$ cat config.mk
export PLATFORM = sky130hd
export DESIGN_NAME = wheel_turn_tracker
export DESIGN_NICKNAME = d
export VERILOG_FILES = /design/src/rtl/wtt_pkg.sv /design/src/rtl/wtt_side.sv /design/src/rtl/wtt_core.sv /design/src/rtl/wheel_turn_tracker.sv
export SDC_FILE = /design/constraint.sdc
export NUM_CORES = 1
export LEC_CHECK = 0
export BUFFER_PORTS_ARGS = -buffer_cell sky130_fd_sc_hd__buf_4
export CAP_MARGIN = 20
export CORE_MARGIN = 2
export CORE_UTILIZATION = 58
export CTS_CLUSTER_DIAMETER = 120
export DETAILED_ROUTE_END_ITERATION = 8
export GPL_ROUTABILITY_DRIVEN = 0
export GPL_TIMING_DRIVEN = 0
export PLACE_DENSITY_LB_ADDON = 0.1
export SYNTH_ARGS = -nofsm -noshare
export SYNTH_HDL_FRONTEND = slang
export SYNTH_SLANG_ARGS = --single-unit
export TNS_END_PERCENT = 100
$ cat constraint.sdc
create_clock -name clk_i -period 14.2 [get_ports clk_i]
set_input_delay 1.42 -clock clk_i [delete_from_list [all_inputs] [get_ports clk_i]]
set_output_delay 1.42 -clock clk_i [all_outputs]
set_load 0.03 [all_outputs]
$ cat src/rtl/wtt_pkg.sv
// ----------------------------------------------------------------------------
// wtt_pkg
// shared types and constants of the wheel turn tracker
// ----------------------------------------------------------------------------
package wtt_pkg;

  localparam logic [7:0] STRAIGHT           = 8'd90;
  localparam logic [7:0] LEFT_REV_BELOW     = 8'd45;
  localparam logic [7:0] RIGHT_REV_ABOVE    = 8'd135;
  localparam logic [6:0] DPC_RESET          = 7'd15;

  typedef struct packed {
    logic       left_level;
    logic       right_level;
    logic       set_turn;
    logic [7:0] turn_command;
  } in_t;

  typedef struct packed {
    logic               turn_done;
    logic signed [15:0] estimated_angle;
    logic signed [15:0] left_total;
    logic signed [15:0] right_total;
    logic [7:0]         target_angle_out;
  } res_t;

endpackage

$ cat src/rtl/wtt_side.sv
// ----------------------------------------------------------------------------
// wtt_side
// falling edge detector with arming flag and up/down edge counter, one wheel
// ----------------------------------------------------------------------------
module wtt_side #(
  parameter int unsigned CW = 16
) (
  input  logic          clk_i,
  input  logic          rst_ni,
  input  logic          en_i,
  input  logic          level_i,
  input  logic          reverse_i,
  output logic [CW-1:0] count_d_o
);

  logic          armed_q, armed_d;
  logic [CW-1:0] count_q, count_d;

  always_comb begin
    armed_d = armed_q;
    count_d = count_q;
    if (!armed_q && !level_i) begin
      count_d = reverse_i ? count_q - CW'(1) : count_q + CW'(1);
      armed_d = 1'b1;
    end else if (armed_q && level_i) begin
      armed_d = 1'b0;
    end
  end

  always_ff @(posedge clk_i or negedge rst_ni) begin
    if (!rst_ni) begin
      armed_q <= 1'b0;
      count_q <= '0;
    end else if (en_i) begin
      armed_q <= armed_d;
      count_q <= count_d;
    end
  end

  assign count_d_o = count_d;

endmodule

$ cat src/rtl/wtt_core.sv
// ----------------------------------------------------------------------------
// wtt_core
// turn state, origin capture, angle estimate and completion test
// ----------------------------------------------------------------------------
module wtt_core import wtt_pkg::*; #(
  parameter int unsigned CW = 16
) (
  input  logic       clk_i,
  input  logic       rst_ni,
  input  logic       step_i,
  input  in_t        item_i,
  input  logic       cfg_we_i,
  input  logic [6:0] cfg_data_i,
  output res_t       res_o
);

  localparam int unsigned PW = CW + 9;
  localparam int unsigned EW = CW + 10;
  localparam logic signed [EW-1:0] MID    = signed'(EW'(STRAIGHT));
  localparam logic signed [EW-1:0] SAT_HI = signed'(EW'(32767));
  localparam logic signed [EW-1:0] SAT_LO = signed'(-EW'(32768));

  logic [6:0]         dpc_q;
  logic [7:0]         target_q, target_d;
  logic signed [15:0] angle_q, angle_d;
  logic               active_q, active_d;
  logic [CW-1:0]      orig_l_q, orig_r_q, orig_l_d, orig_r_d;

  logic [7:0]         tgt_eff;
  logic [CW-1:0]      count_l_d, count_r_d;
  logic               start;
  logic signed [CW-1:0] dl, dr;
  logic signed [CW:0]   diff;
  logic signed [PW-1:0] prod;
  logic signed [EW-1:0] est;
  logic signed [15:0]   angle_sat;
  logic signed [15:0]   tgt_s;
  logic                 hit, done;
  logic signed [31:0]   ext_l, ext_r;

  assign tgt_eff = item_i.set_turn ? item_i.turn_command : target_q;

  wtt_side #(.CW(CW)) u_left (
    .clk_i     (clk_i),
    .rst_ni    (rst_ni),
    .en_i      (step_i),
    .level_i   (item_i.left_level),
    .reverse_i (tgt_eff < LEFT_REV_BELOW),
    .count_d_o (count_l_d)
  );

  wtt_side #(.CW(CW)) u_right (
    .clk_i     (clk_i),
    .rst_ni    (rst_ni),
    .en_i      (step_i),
    .level_i   (item_i.right_level),
    .reverse_i (tgt_eff > RIGHT_REV_ABOVE),
    .count_d_o (count_r_d)
  );

  assign start    = (tgt_eff != STRAIGHT) && !active_q;
  assign orig_l_d = start ? count_l_d : orig_l_q;
  assign orig_r_d = start ? count_r_d : orig_r_q;

  assign dl = signed'(count_l_d - orig_l_d);
  assign dr = signed'(count_r_d - orig_r_d);

  always_comb begin
    if (tgt_eff < STRAIGHT) begin
      diff = (CW+1)'(dr) - (CW+1)'(dl);
    end else begin
      diff = (CW+1)'(dl) - (CW+1)'(dr);
    end
  end

  assign prod = PW'(signed'({1'b0, dpc_q})) * PW'(diff);

  always_comb begin
    if (tgt_eff < STRAIGHT) begin
      est = MID - EW'(prod);
    end else begin
      est = MID + EW'(prod);
    end
  end

  always_comb begin
    if (est > SAT_HI) begin
      angle_sat = 16'sd32767;
    end else if (est < SAT_LO) begin
      angle_sat = -16'sd32768;
    end else begin
      angle_sat = est[15:0];
    end
  end

  assign tgt_s = signed'({8'd0, tgt_eff});
  assign hit   = ((tgt_eff < STRAIGHT) && (angle_sat <= tgt_s)) ||
                 ((tgt_eff > STRAIGHT) && (angle_sat >= tgt_s));

  always_comb begin
    target_d = tgt_eff;
    angle_d  = angle_q;
    active_d = active_q | start;
    done     = 1'b0;
    if ((active_q | start) && (tgt_eff != STRAIGHT)) begin
      angle_d = angle_sat;
      if (hit) begin
        target_d = STRAIGHT;
        angle_d  = signed'({8'd0, STRAIGHT});
        active_d = 1'b0;
        done     = 1'b1;
      end
    end
  end

  always_ff @(posedge clk_i or negedge rst_ni) begin
    if (!rst_ni) begin
      dpc_q <= DPC_RESET;
    end else if (cfg_we_i) begin
      dpc_q <= cfg_data_i;
    end
  end

  always_ff @(posedge clk_i or negedge rst_ni) begin
    if (!rst_ni) begin
      target_q <= STRAIGHT;
      angle_q  <= '0;
      active_q <= 1'b0;
      orig_l_q <= '0;
      orig_r_q <= '0;
    end else if (step_i) begin
      target_q <= target_d;
      angle_q  <= angle_d;
      active_q <= active_d;
      orig_l_q <= orig_l_d;
      orig_r_q <= orig_r_d;
    end
  end

  // sign extend counts, then keep the low 16 bits
  assign ext_l = 32'(signed'(count_l_d));
  assign ext_r = 32'(signed'(count_r_d));

  assign res_o.turn_done        = done;
  assign res_o.estimated_angle  = angle_d;
  assign res_o.left_total       = ext_l[15:0];
  assign res_o.right_total      = ext_r[15:0];
  assign res_o.target_angle_out = target_d;

endmodule

$ cat src/rtl/wheel_turn_tracker.sv
// ----------------------------------------------------------------------------
// wheel_turn_tracker
// wheel encoder turn monitor: edge counts, heading estimate, turn completion
// ----------------------------------------------------------------------------
// usage
//   input channel (in_valid_i / in_ready_o) carries one encoder sample word:
//   both wheel levels and an optional new turn command (set_turn_i).
//   output channel (out_valid_o / out_ready_i) returns one result word per
//   input word: done flag, estimated angle, both wheel totals, target.
//   cfg_we_i writes degrees_per_count from cfg_data_i; write it
//   only while no word is in flight.
//   path: an accepted word sits in the input register, then its result is
//   registered in the result register and shown on the output.
//   throughput: one word per cycle while out_ready_i is high; the state update
//   is one pass of logic between the input and result registers.
//   stall: while out_ready_i is low the result holds and one more word may
//   wait in the input register; in_ready_o drops only when both are full.
//   reset: both registers empty, target 90, estimate 0, counts, origins and
//   arming flags cleared, degrees_per_count 15.
// ----------------------------------------------------------------------------
module wheel_turn_tracker import wtt_pkg::*; #(
  parameter int unsigned COUNT_BITS = 16
) (
  input  logic               clk_i,
  input  logic               rst_ni,
  input  logic               cfg_we_i,
  input  logic [6:0]         cfg_data_i,
  input  logic               in_valid_i,
  output logic               in_ready_o,
  input  logic               left_level_i,
  input  logic               right_level_i,
  input  logic               set_turn_i,
  input  logic [7:0]         turn_command_i,
  output logic               out_valid_o,
  input  logic               out_ready_i,
  output logic               turn_done_o,
  output logic signed [15:0] estimated_angle_o,
  output logic signed [15:0] left_total_o,
  output logic signed [15:0] right_total_o,
  output logic [7:0]         target_angle_out_o
);

  logic in_valid_q;
  in_t  in_q;
  logic out_valid_q;
  res_t res_q, res_d;
  logic advance;

  assign advance    = in_valid_q && (!out_valid_q || out_ready_i);
  assign in_ready_o = !in_valid_q || advance;

  always_ff @(posedge clk_i or negedge rst_ni) begin
    if (!rst_ni) begin
      in_valid_q <= 1'b0;
    end else if (in_valid_i && in_ready_o) begin
      in_valid_q <= 1'b1;
    end else if (advance) begin
      in_valid_q <= 1'b0;
    end
  end

  always_ff @(posedge clk_i) begin
    if (in_valid_i && in_ready_o) begin
      in_q.left_level   <= left_level_i;
      in_q.right_level  <= right_level_i;
      in_q.set_turn     <= set_turn_i;
      in_q.turn_command <= turn_command_i;
    end
  end

  wtt_core #(.CW(COUNT_BITS)) u_core (
    .clk_i      (clk_i),
    .rst_ni     (rst_ni),
    .step_i     (advance),
    .item_i     (in_q),
    .cfg_we_i   (cfg_we_i),
    .cfg_data_i (cfg_data_i),
    .res_o      (res_d)
  );

  always_ff @(posedge clk_i or negedge rst_ni) begin
    if (!rst_ni) begin
      out_valid_q <= 1'b0;
    end else if (advance) begin
      out_valid_q <= 1'b1;
    end else if (out_ready_i) begin
      out_valid_q <= 1'b0;
    end
  end

  always_ff @(posedge clk_i) begin
    if (advance) begin
      res_q <= res_d;
    end
  end

  assign out_valid_o        = out_valid_q;
  assign turn_done_o        = res_q.turn_done;
  assign estimated_angle_o  = res_q.estimated_angle;
  assign left_total_o       = res_q.left_total;
  assign right_total_o      = res_q.right_total;
  assign target_angle_out_o = res_q.target_angle_out;

endmodule

# Yosys cells after proc, flatten, opt, wreduce, memory -nomap -nowiden
# Cells that the tools add are included.
# totals
register_bits	168
input_bits	23
out_inout_bits	59
wordCells	94
# op_classes
n_addsub	10
multipliers	1
n_lt_le_gt_ge	8
n_eq_ne	1
muxes	26
n_bitwise	1
reduce_logical	26
# op_table
op	count
$mux 16	10
$sub 16x16->17	2
$add 16x1->16 const B	2
$sub 16x1->16 const B	2
$sub 16x16->16	2
$add 8x25->26 const A	1
$gt 26x16->1 const B	1
$lt 26x16->1 const B	1
$mux 26	1
$sub 8x25->26 const A	1
$mul 8x17->25	1
$mux 8	3
$mux 17	1
$ge 16x9->1	1
$le 16x9->1	1
$mux 1	11
$logic_and 1x1->1	10
$gt 8x7->1 const B	1
$gt 8x8->1 const B	1
$lt 8x6->1 const B	1
$lt 8x7->1 const B	1
$ne 8x7->1 const B	1
$reduce_bool 2->1	4
$logic_not 1->1	7
other kinds (3)	6

# Depth between registers and ports, before layout
# Gate-level depths: netlist (run 1).
# logic_depth
ltp_word	19
ltp_mapped	75
mapped_depth_nobuf	72

# Cells and area by module
# From an unflattened synthesis (run 1), not the netlist that was laid out.
# hier_totals
hier_cells	1998
area_unflattened_um2	17862.1
# modules_own_cells
module	n_inst	cells_each	area_per_inst_um2	seq_area_each_um2
wtt_core	1	1564	12343.1	1611.5
wheel_turn_tracker	1	76	2145.8	2092.0
wtt_side at u_core.u_right	1	205	1833.0	425.4
wtt_side at u_core.u_left	1	153	1540.2	425.4

# Worst setup path before layout (run 1)
# Ideal clock, no wire load.
# synth_timing
path_kind	register to register
startpoint	reg in_q[8] in the netlist's numbering
endpoint	reg res_q, in the netlist estimated_angle_o[3] (data pin)
setup_ns	0.272
arrival_time_ns	14.778
t_required_ns	13.928
setup_slack_ns	-0.850
stages_incl_launch_ff	67
path_buffers	6
synth_period_minus_slack_ns	15.050
path_cell_list	edfxtp_1 buf_2 buf_4 mux2i_1 a41oi_1 inv_1 fa_1 a21oi_1 mux2i_1 fa_1 a21o_1 a21oi_1 o21bai_1 a21boi_0 a21oi_1 a211oi_1 nor3_1 o221ai_1 [... 31 more ...] a21oi_1 clkbuf_1 o21a_1 ha_1 nor2b_1 o21a_1 o21ai_0 nand2b_1 a21oi_1 nor2b_1 o21ai_0 nand2b_1 a21oi_1 or4b_1 a311oi_2 buf_6 buf_4 o211ai_1
# synth_rtl
item	line	source
from (decl)	wheel_turn_tracker.sv:44	in_t in_q;
to (signal assigned)	wheel_turn_tracker.sv:93	res_q <= res_d;
to (decl)	wheel_turn_tracker.sv:46	res_t res_q, res_d;

==> results of run 1 <==
## synth_stat cells, types with 6 or more instances
library cell,number
mux2_2,17
clkbuf_1,65
dfstp_2,8
a21boi_0,14
fa_1,91
or3_1,21
a31o_2,9
nor4_1,11
o21ai_0,125
nor2b_1,32
and2_1,90
or4_1,7
nand2_1,197
or2_2,10
buf_1,7
nor2_1,139
a211o_1,8
nor3_1,42
ha_1,153
inv_1,232
o31ai_1,11
a21o_1,30
nand4_1,14
a21oi_1,110
and3_1,14
and4_1,6
xor2_1,31
a31oi_1,18
dfrtp_1,92
o211ai_1,12
o21a_1,21
o21bai_1,9
edfxtp_1,68
mux2i_1,33
a211oi_1,23
nand3_1,23
nand2b_1,19
o22ai_1,9
xnor2_1,81
## logic make-up after synthesis
kind of cell | count (synthesis) | synth area share (%)
XOR/XNOR | 113 | 5.72
flip-flops | 168 | 26.1
buffers and inverters | 314 | 6.91
multiplexers | 51 | 3.12
adder cells (fa/ha/maj) | 245 | 21.5
AO/OA/AOI/OAI | 479 | 18.1
AND/OR/NAND/NOR | 650 | 18.6
## worst reg2reg max path: cells and delay by family, from the launching register on
| family | cells | cell delay, ps |
|---|---|---|
| DFF | 1 | 410 |
| buffers and inverters | 18 | 2320 |
| adders and majority gates | 9 | 3370 |
| and+or+nand+nor | 15 | 2400 |
| AOI/OAI and AO/OA | 27 | 5390 |
| xor gates and xnor gates | 3 | 700 |
| muxes | 2 | 370 |
## path summary, 6_finish.rpt
path	end	slack, ps	cells after the start
min in group asynchronous	u_core.u_right.count_q[7]$_DFFE_PN0P_	950	1
worst max-delay path	u_core.angle_q[6]$_DFFE_PN0P_	-880	74
worst max register to register	u_core.angle_q[6]$_DFFE_PN0P_	-880	74
max in group asynchronous	u_core.target_q[3]$_DFFE_PN1P_	12440	2
worst min-delay path	u_core.orig_l_q[4]$_DFFE_PN0P_	490	2
worst min register to register	u_core.orig_l_q[4]$_DFFE_PN0P_	490	2
## routing by layer
layer	vias to the layer above	track usage, %	share of wire (%)
met5	-	0	0
met4	0	13.1	4.0
met1	7896	39.2	41
met2	609	54.6	50
li1	7426	-	-
met3	153	3.88	4.7
## registers in the layout (all words and copies together) (netlist names), 11 cells and up, named ones only
signal                  flops
estimated_angle_o          16
in_q                       11
left_total_o               16
right_total_o              16
u_core.angle_q             16
u_core.orig_l_q            16
u_core.orig_r_q            16
u_core.u_left.count_q      16
u_core.u_right.count_q     16
## area by class of cell
type,count,area [um2]
Sequential cell,168,4550
Timing Repair Buffer,211,1760
Tap cell,390,488
Fill cell,2091,7610
Inverter,233,887
Clock buffer,17,425
Buffer,74,417
Clock inverter,15,164
Multi-Input combinational cell,1538,13300
## per-stage QoR
step / instance area [um2] / util (%) / setup TNS [ps]
after global placement: 18600 / 62.8 / -134740
after global routing: 22000 / 74.3 / -59640
after floorplan: 17500 / - / 0
after CTS: 21000 / 70.9 / -20620
final: 22000 / 74.3 / -38430
after detailed placement: 18600 / 62.9 / -147920
## repair_timing
action,in CTS,in global routing
gates cloned,3,0
setup buffers,84,42
pin swaps,111,104
endpoints found under the hold margin,0,0
setup endpoints to repair,48,48
gates resized for setup,240,145
==> metrics.log, run 1 <==
INFO  metric routed-via-count = 16,100
INFO  metric cts.sinks = roughly 170
INFO  metric min_path_type = register to register
INFO  metric post-synth-top-area-cell = dfrtp_1
INFO  metric floorplan.die.width = 177 um
INFO  metric die_height = 177 um
INFO  metric result_of_the_run = finished with violations
INFO  metric crit_path_start_kind = register
INFO  metric critical_path.reg2reg.startpoint = in_q[8]$_DFFE_PP_
INFO  metric cp.buffers_inverters = 18
INFO  metric violated_checks = negative setup slack
INFO  metric ios = between 80 and 90
INFO  metric final_common_cell = inv_1
INFO  metric routed_wire_length_per_instance = approximately 19 um
INFO  metric numPlacedInstances = 2,491
INFO  metric clock_tree.buffer_depth = 2
INFO  metric critical-path-top-delay-family = compound AO/OA/AOI/OAI gates
INFO  metric placement.io_buffers = 80
INFO  metric max_freq = 0.0663 GHz
INFO  metric drt_first_iter_violations = 1,264
INFO  metric drive_gt1_share = 25.0%
INFO  metric worstPathMaxFanout = 7
INFO  metric ys_seq_area_share = 26.1%
INFO  metric drt_drc_violations_left = 0
INFO  metric cts-htree-levels = 4
INFO  metric drt-vias-per-instance = 6.08
INFO  metric worst_clock_skew = 13.8 ps
INFO  metric grt_pass1_vias = 15,800
INFO  metric synth_nets = 2,287
INFO  metric cp-end-kind = register
INFO  metric slew_headroom = 32.8%
INFO  metric ys.warnings.count = 0
INFO  metric fin_crit_sh = 106%
INFO  metric grt_overflow_total = 0
INFO  metric syn_inst_count = 2,020
INFO  metric tritoncts = done
INFO  metric clock_insertion_delay_worst_skew = around 450 ps
INFO  metric layout.nets = 2,510
INFO  metric hold_path.startpoint = u_core.orig_l_q[4]$_DFFE_PN0P_
INFO  metric path_class = register to register
INFO  metric critical-path-slowest-cell = fa_1
INFO  metric yosys_register_bits = 168
INFO  metric first_pass_grt_wire_length = 78.4 mm
INFO  metric detail_route.first_pass.iterations = 5
INFO  metric hpwl = 34.6 mm
INFO  metric synthArstFlopShare = roughly three fifths
INFO  metric grt_use_total = 31.3%
INFO  metric hold_viol_final = 0
INFO  metric portion_of_synthesized_cell_area_occupied_by_the_leading_cell_type = 13.2%
INFO  metric timing_max_transition_violations_final = 0
INFO  metric dominantRegCellSynth = dfrtp_1
INFO  metric grt_max_degree = 67
INFO  metric design.die.area = 31,500 um2
INFO  metric cts.hold.buffers_added = 0
INFO  metric post_synth_instance_area = 17,400 um2
INFO  metric clock_period_minus_worst_slack = 15,080 ps
INFO  metric antenna_violations_before_repair = 0
INFO  metric synthToLayoutAreaGrowth = 26.2%
INFO  metric cts_made_buffers = 17
INFO  metric clkTransAtPathRegs = 70 ps
INFO  metric postSynthAreaPerCell = 8.64 um2
INFO  metric antenna-diode-count = 0
INFO  metric crit_path_frequent_cell = buf_4
INFO  metric synth_edf_count = 68
INFO  metric layoutNonFillerInstCount = approximately 2,600
INFO  metric cp.required = 14,540 ps
INFO  metric placeableCoreArea = ~30,000 um2
INFO  metric tightestPinTransition = 1010 ps
INFO  metric crit_path_max_incr_delay = between 500 and 600 ps
INFO  metric antenna_violating_nets_post_route = 0
INFO  metric clock_tree.root_cell = clkbuf_16
INFO  metric hold-worst-slack = 487 ps
INFO  metric timing.critical_path.arrival = 15,420 ps
INFO  metric start_util = 58.9%
INFO  metric yosys.cell_types.count = 94
INFO  metric std_cell_rows = 63
INFO  metric layout.cells.most_common_list = inv_1 (223), buf_4 (192), nand2_1 (187)
INFO  metric worstSetupStartpoint = in_q[8]$_DFFE_PP_
INFO  metric routed_wl = 50.9 mm
INFO  metric setup_viol_count_final = 48
INFO  metric rsz0062_at_grt = yes
INFO  metric post_synth_main_area_contributors = dfrtp_1 (13%), edfxtp_1 (12%), ha_1 (11%)
INFO  metric max_cap_violations = 0
INFO  metric setup_slack = -879 ps
INFO  metric place_ws = -3240 ps
Power of run 1 is left out: the tool's default activity adds up to more than one toggle a clock period on the data nets, which glitch-free logic cannot reach.
==> inputs of run 2 (changes only) <==
Settings changed: CORE_UTILIZATION 58 to 60.
Clock period 14.2 ns to 16.5 ns, I/O delays scaled along.
==> run 2 against run 1 <==
The flow now finishes without violations. Via count shrank 5.0%. Routed wire length shrank 10%. Hold slack lost 2.2 ps. Global-route usage shrank 1.4 points. Largest cell class unchanged.
==> metrics.log, run 2 (synthesis gave the netlist of run 1 again) <==
INFO  metric result_of_the_run = complete, no violations
INFO  metric cts.sinks = 168 (unchanged)
INFO  metric routed_wl = 45.7 mm (-10%)
INFO  metric floorplan.die.width = 175 um (-1.6%)
INFO  metric hold_depth = 2 (unchanged)
INFO  metric drt_drc_violations_left = 0 (unchanged)
INFO  metric worstPathMaxFanout = 10 (+3)
INFO  metric grt_max_degree = 67 (unchanged)
INFO  metric tns = 0 ps (+38,430 ps)
INFO  metric timing_max_transition_violations_final = 0 (unchanged)
INFO  metric std_cell_rows = 62 (-1.6%)
INFO  metric die_height = 175 um (-1.6%)
INFO  metric max_freq = 0.0628 GHz (-5.3%)
INFO  metric layout.cells.most_common_list = inv_1 (232), nand2_1 (197), ha_1 (153)
INFO  metric slew_headroom = 38.2% (+5.4 points)
INFO  metric worst_clock_skew = 13.3 ps (-0.431 ps)
INFO  metric grt_overflow_total = 0 (unchanged)
INFO  metric tritoncts = done
INFO  metric placement.io_buffers = 80 (unchanged)
INFO  metric ios = 82 (unchanged)
INFO  metric first_pass_grt_wire_length = 73.8 mm (-5.9%)
INFO  metric grt_use_total = 30.0% (-1.4 points)
INFO  metric synthToLayoutAreaGrowth = 14.6%
INFO  metric cts-htree-levels = 4 (unchanged)
INFO  metric hold_path.startpoint = u_core.angle_q[13]$_DFFE_PN0P_
INFO  metric r2r-end = estimated_angle_o[3]$_DFFE_PP_
INFO  metric antenna-diode-count = 0 (unchanged)
INFO  metric crit_path_start_kind = register
INFO  metric worst_r2r_path_depth = 70 (-5.4%)
INFO  metric design.die.area = 30,500 um2 (-3.3%)
INFO  metric min_path_type = register to register
INFO  metric path_class = register to register
INFO  metric drive_gt1_share = 14.0% (-11 points)
INFO  metric critical_path.endpoint = estimated_angle_o[3]$_DFFE_PP_
INFO  metric routed_wire_length_per_instance = 18.0 um (-6.7%)
INFO  metric critical-path-slowest-cell = fa_1
INFO  metric antenna_violating_nets_post_route = 0 (unchanged)
INFO  metric start_util = 60.8% (+1.9 points)
INFO  metric numPlacedInstances = 2,488 (-0.12%)
INFO  metric crit_path_max_incr_delay = 550 ps (about the same)
INFO  metric placeableCoreArea = 28,700 um2 (-3.2%)
INFO  metric drt_first_iter_violations = 1,171 (-7.4%)
INFO  metric setup_viol_count_final = 0 (-100%)
INFO  metric drt-vias-per-instance = 6.01 (-1.2%)
INFO  metric cts_made_buffers = 17 (unchanged)
INFO  metric max_cap_violations = 0 (unchanged)
INFO  metric timing.critical_path.arrival = 16,100 ps (+680 ps)
INFO  metric hold_viol_final = 0 (unchanged)
INFO  metric critical_path.reg2reg.startpoint = in_q[8]$_DFFE_PP_
INFO  metric fin_crit_sh = 96.5% (-9.6 points)
INFO  metric routed-via-count = 15,300 (-5.0%)
INFO  metric worstSetupStartpoint = in_q[8]$_DFFE_PP_
INFO  metric clock_tree.root_cell = clkbuf_16
INFO  metric layout.nets = 2,415 (-3.8%)
INFO  metric cp.required = 16,670 ps (+2130 ps)
INFO  metric hpwl = 34.3 mm (-1.1%)
INFO  metric tightestPinTransition = 927 ps (-80.4 ps)
INFO  metric clkTransAtPathRegs = 70 ps (about the same)
INFO  metric final_common_cell = inv_1
INFO  metric clock_period_minus_worst_slack = 15,930 ps (+851 ps)
INFO  metric grt_pass1_vias = 14,900 (-5.8%)
INFO  metric layoutNonFillerInstCount = 2,545 (-3.8%)
INFO  metric clock_insertion_delay_worst_skew = 450 ps (about the same)
INFO  metric post-route-util = 69.6% (-4.7 points)
INFO  metric cp-end-kind = register
INFO  metric cts.hold.buffers_added = 0 (unchanged)
INFO  metric worst-r2r-setup-slack = 570 ps (+1450 ps)
INFO  metric hold-worst-slack = 485 ps (-2.17 ps)
INFO  metric antenna_violations_before_repair = 0 (unchanged)
INFO  metric detail_route.first_pass.iterations = 5 (unchanged)
INFO  metric clock_tree.buffer_depth = 2 (unchanged)
==> run 2: cell types whose count changed in the layout (fill, tap and decap cells not counted), moves of 10 or more <==
| cell | delta |
|---|---|
| a211oi_1 | +10 |
| a211oi_2 | -10 |
| a21oi_1 | +17 |
| a21oi_2 | -13 |
| buf_4 | -82 |
| buf_6 | -10 |
| ha_1 | +22 |
| ha_4 | -13 |
| nand2_1 | +10 |
| nor2_1 | +10 |
| o21ai_0 | +21 |
| o21ai_2 | -15 |
==> run 2: metal layers <==
| layer | part of all wire, % | track usage [%] | routed length, um | vias to the layer above |
|---|---|---|---|---|
| li1 | - | - | - | 7238 |
| met1 | 42 | 38.3 | 19300 | 7417 |
| met2 | 49 | 51.6 | 22600 | 515 |
| met3 | 5.2 | 4.22 | 2390 | 117 |
| met4 | 3.1 | 11.6 | 1420 | 0 |
| met5 | 0 | 0 | 0 | - |
==> run 2: cell type report <==
type / count / area [um2]
plain buffers: 79 / 360
clock buffers: 18 / 429
clock inverters: 14 / 208
fillers: 2313 / 8720
inverters: 233 / 877
multi-input cells: 1538 / 12200
flip-flops and latches: 168 / 4550
well taps: 384 / 480
repair buffers: 111 / 860
==> run 2: timing repair <==
item	CTS	global route
gates cloned	0	0
setup endpoints to repair	48	48
buffers inserted	1	25
resized for setup	42	88
pin swaps	2	16
==> run 2: per-stage QoR <==
| step | instance area, um2 | worst slack (ps) |
|---|---|---|
| after CTS | 19400 | 7.59 |
| after global placement | 18500 | -1940 |
| final | 20000 | 570 |
| after global routing | 20000 | -180 |
| after detailed placement | 18600 | -1500 |
| after floorplan | 17400 | 1450 |
==> run 2: worst min path at each step <==
stage	endpoint	slack, ps
floorplan	u_core.angle_q[1]$_DFFE_PN0P_	440
global placement	u_core.angle_q[1]$_DFFE_PN0P_	450
detailed placement	u_core.angle_q[1]$_DFFE_PN0P_	460
CTS	u_core.angle_q[13]$_DFFE_PN0P_	480
global route	u_core.orig_l_q[4]$_DFFE_PN0P_	510
finish	u_core.angle_q[13]$_DFFE_PN0P_	480
==> run 2: worst max-delay path: cells and delay by family, from the launching register on <==
family,cells,cell delay (ps)
flops,1,320
compound gates,23,4290
buf+inv,15,2400
simple gates,17,3650
xor+xnor,3,770
fa+ha+maj,10,3660
mux,2,560
Power of run 2 is left out for the same reason.
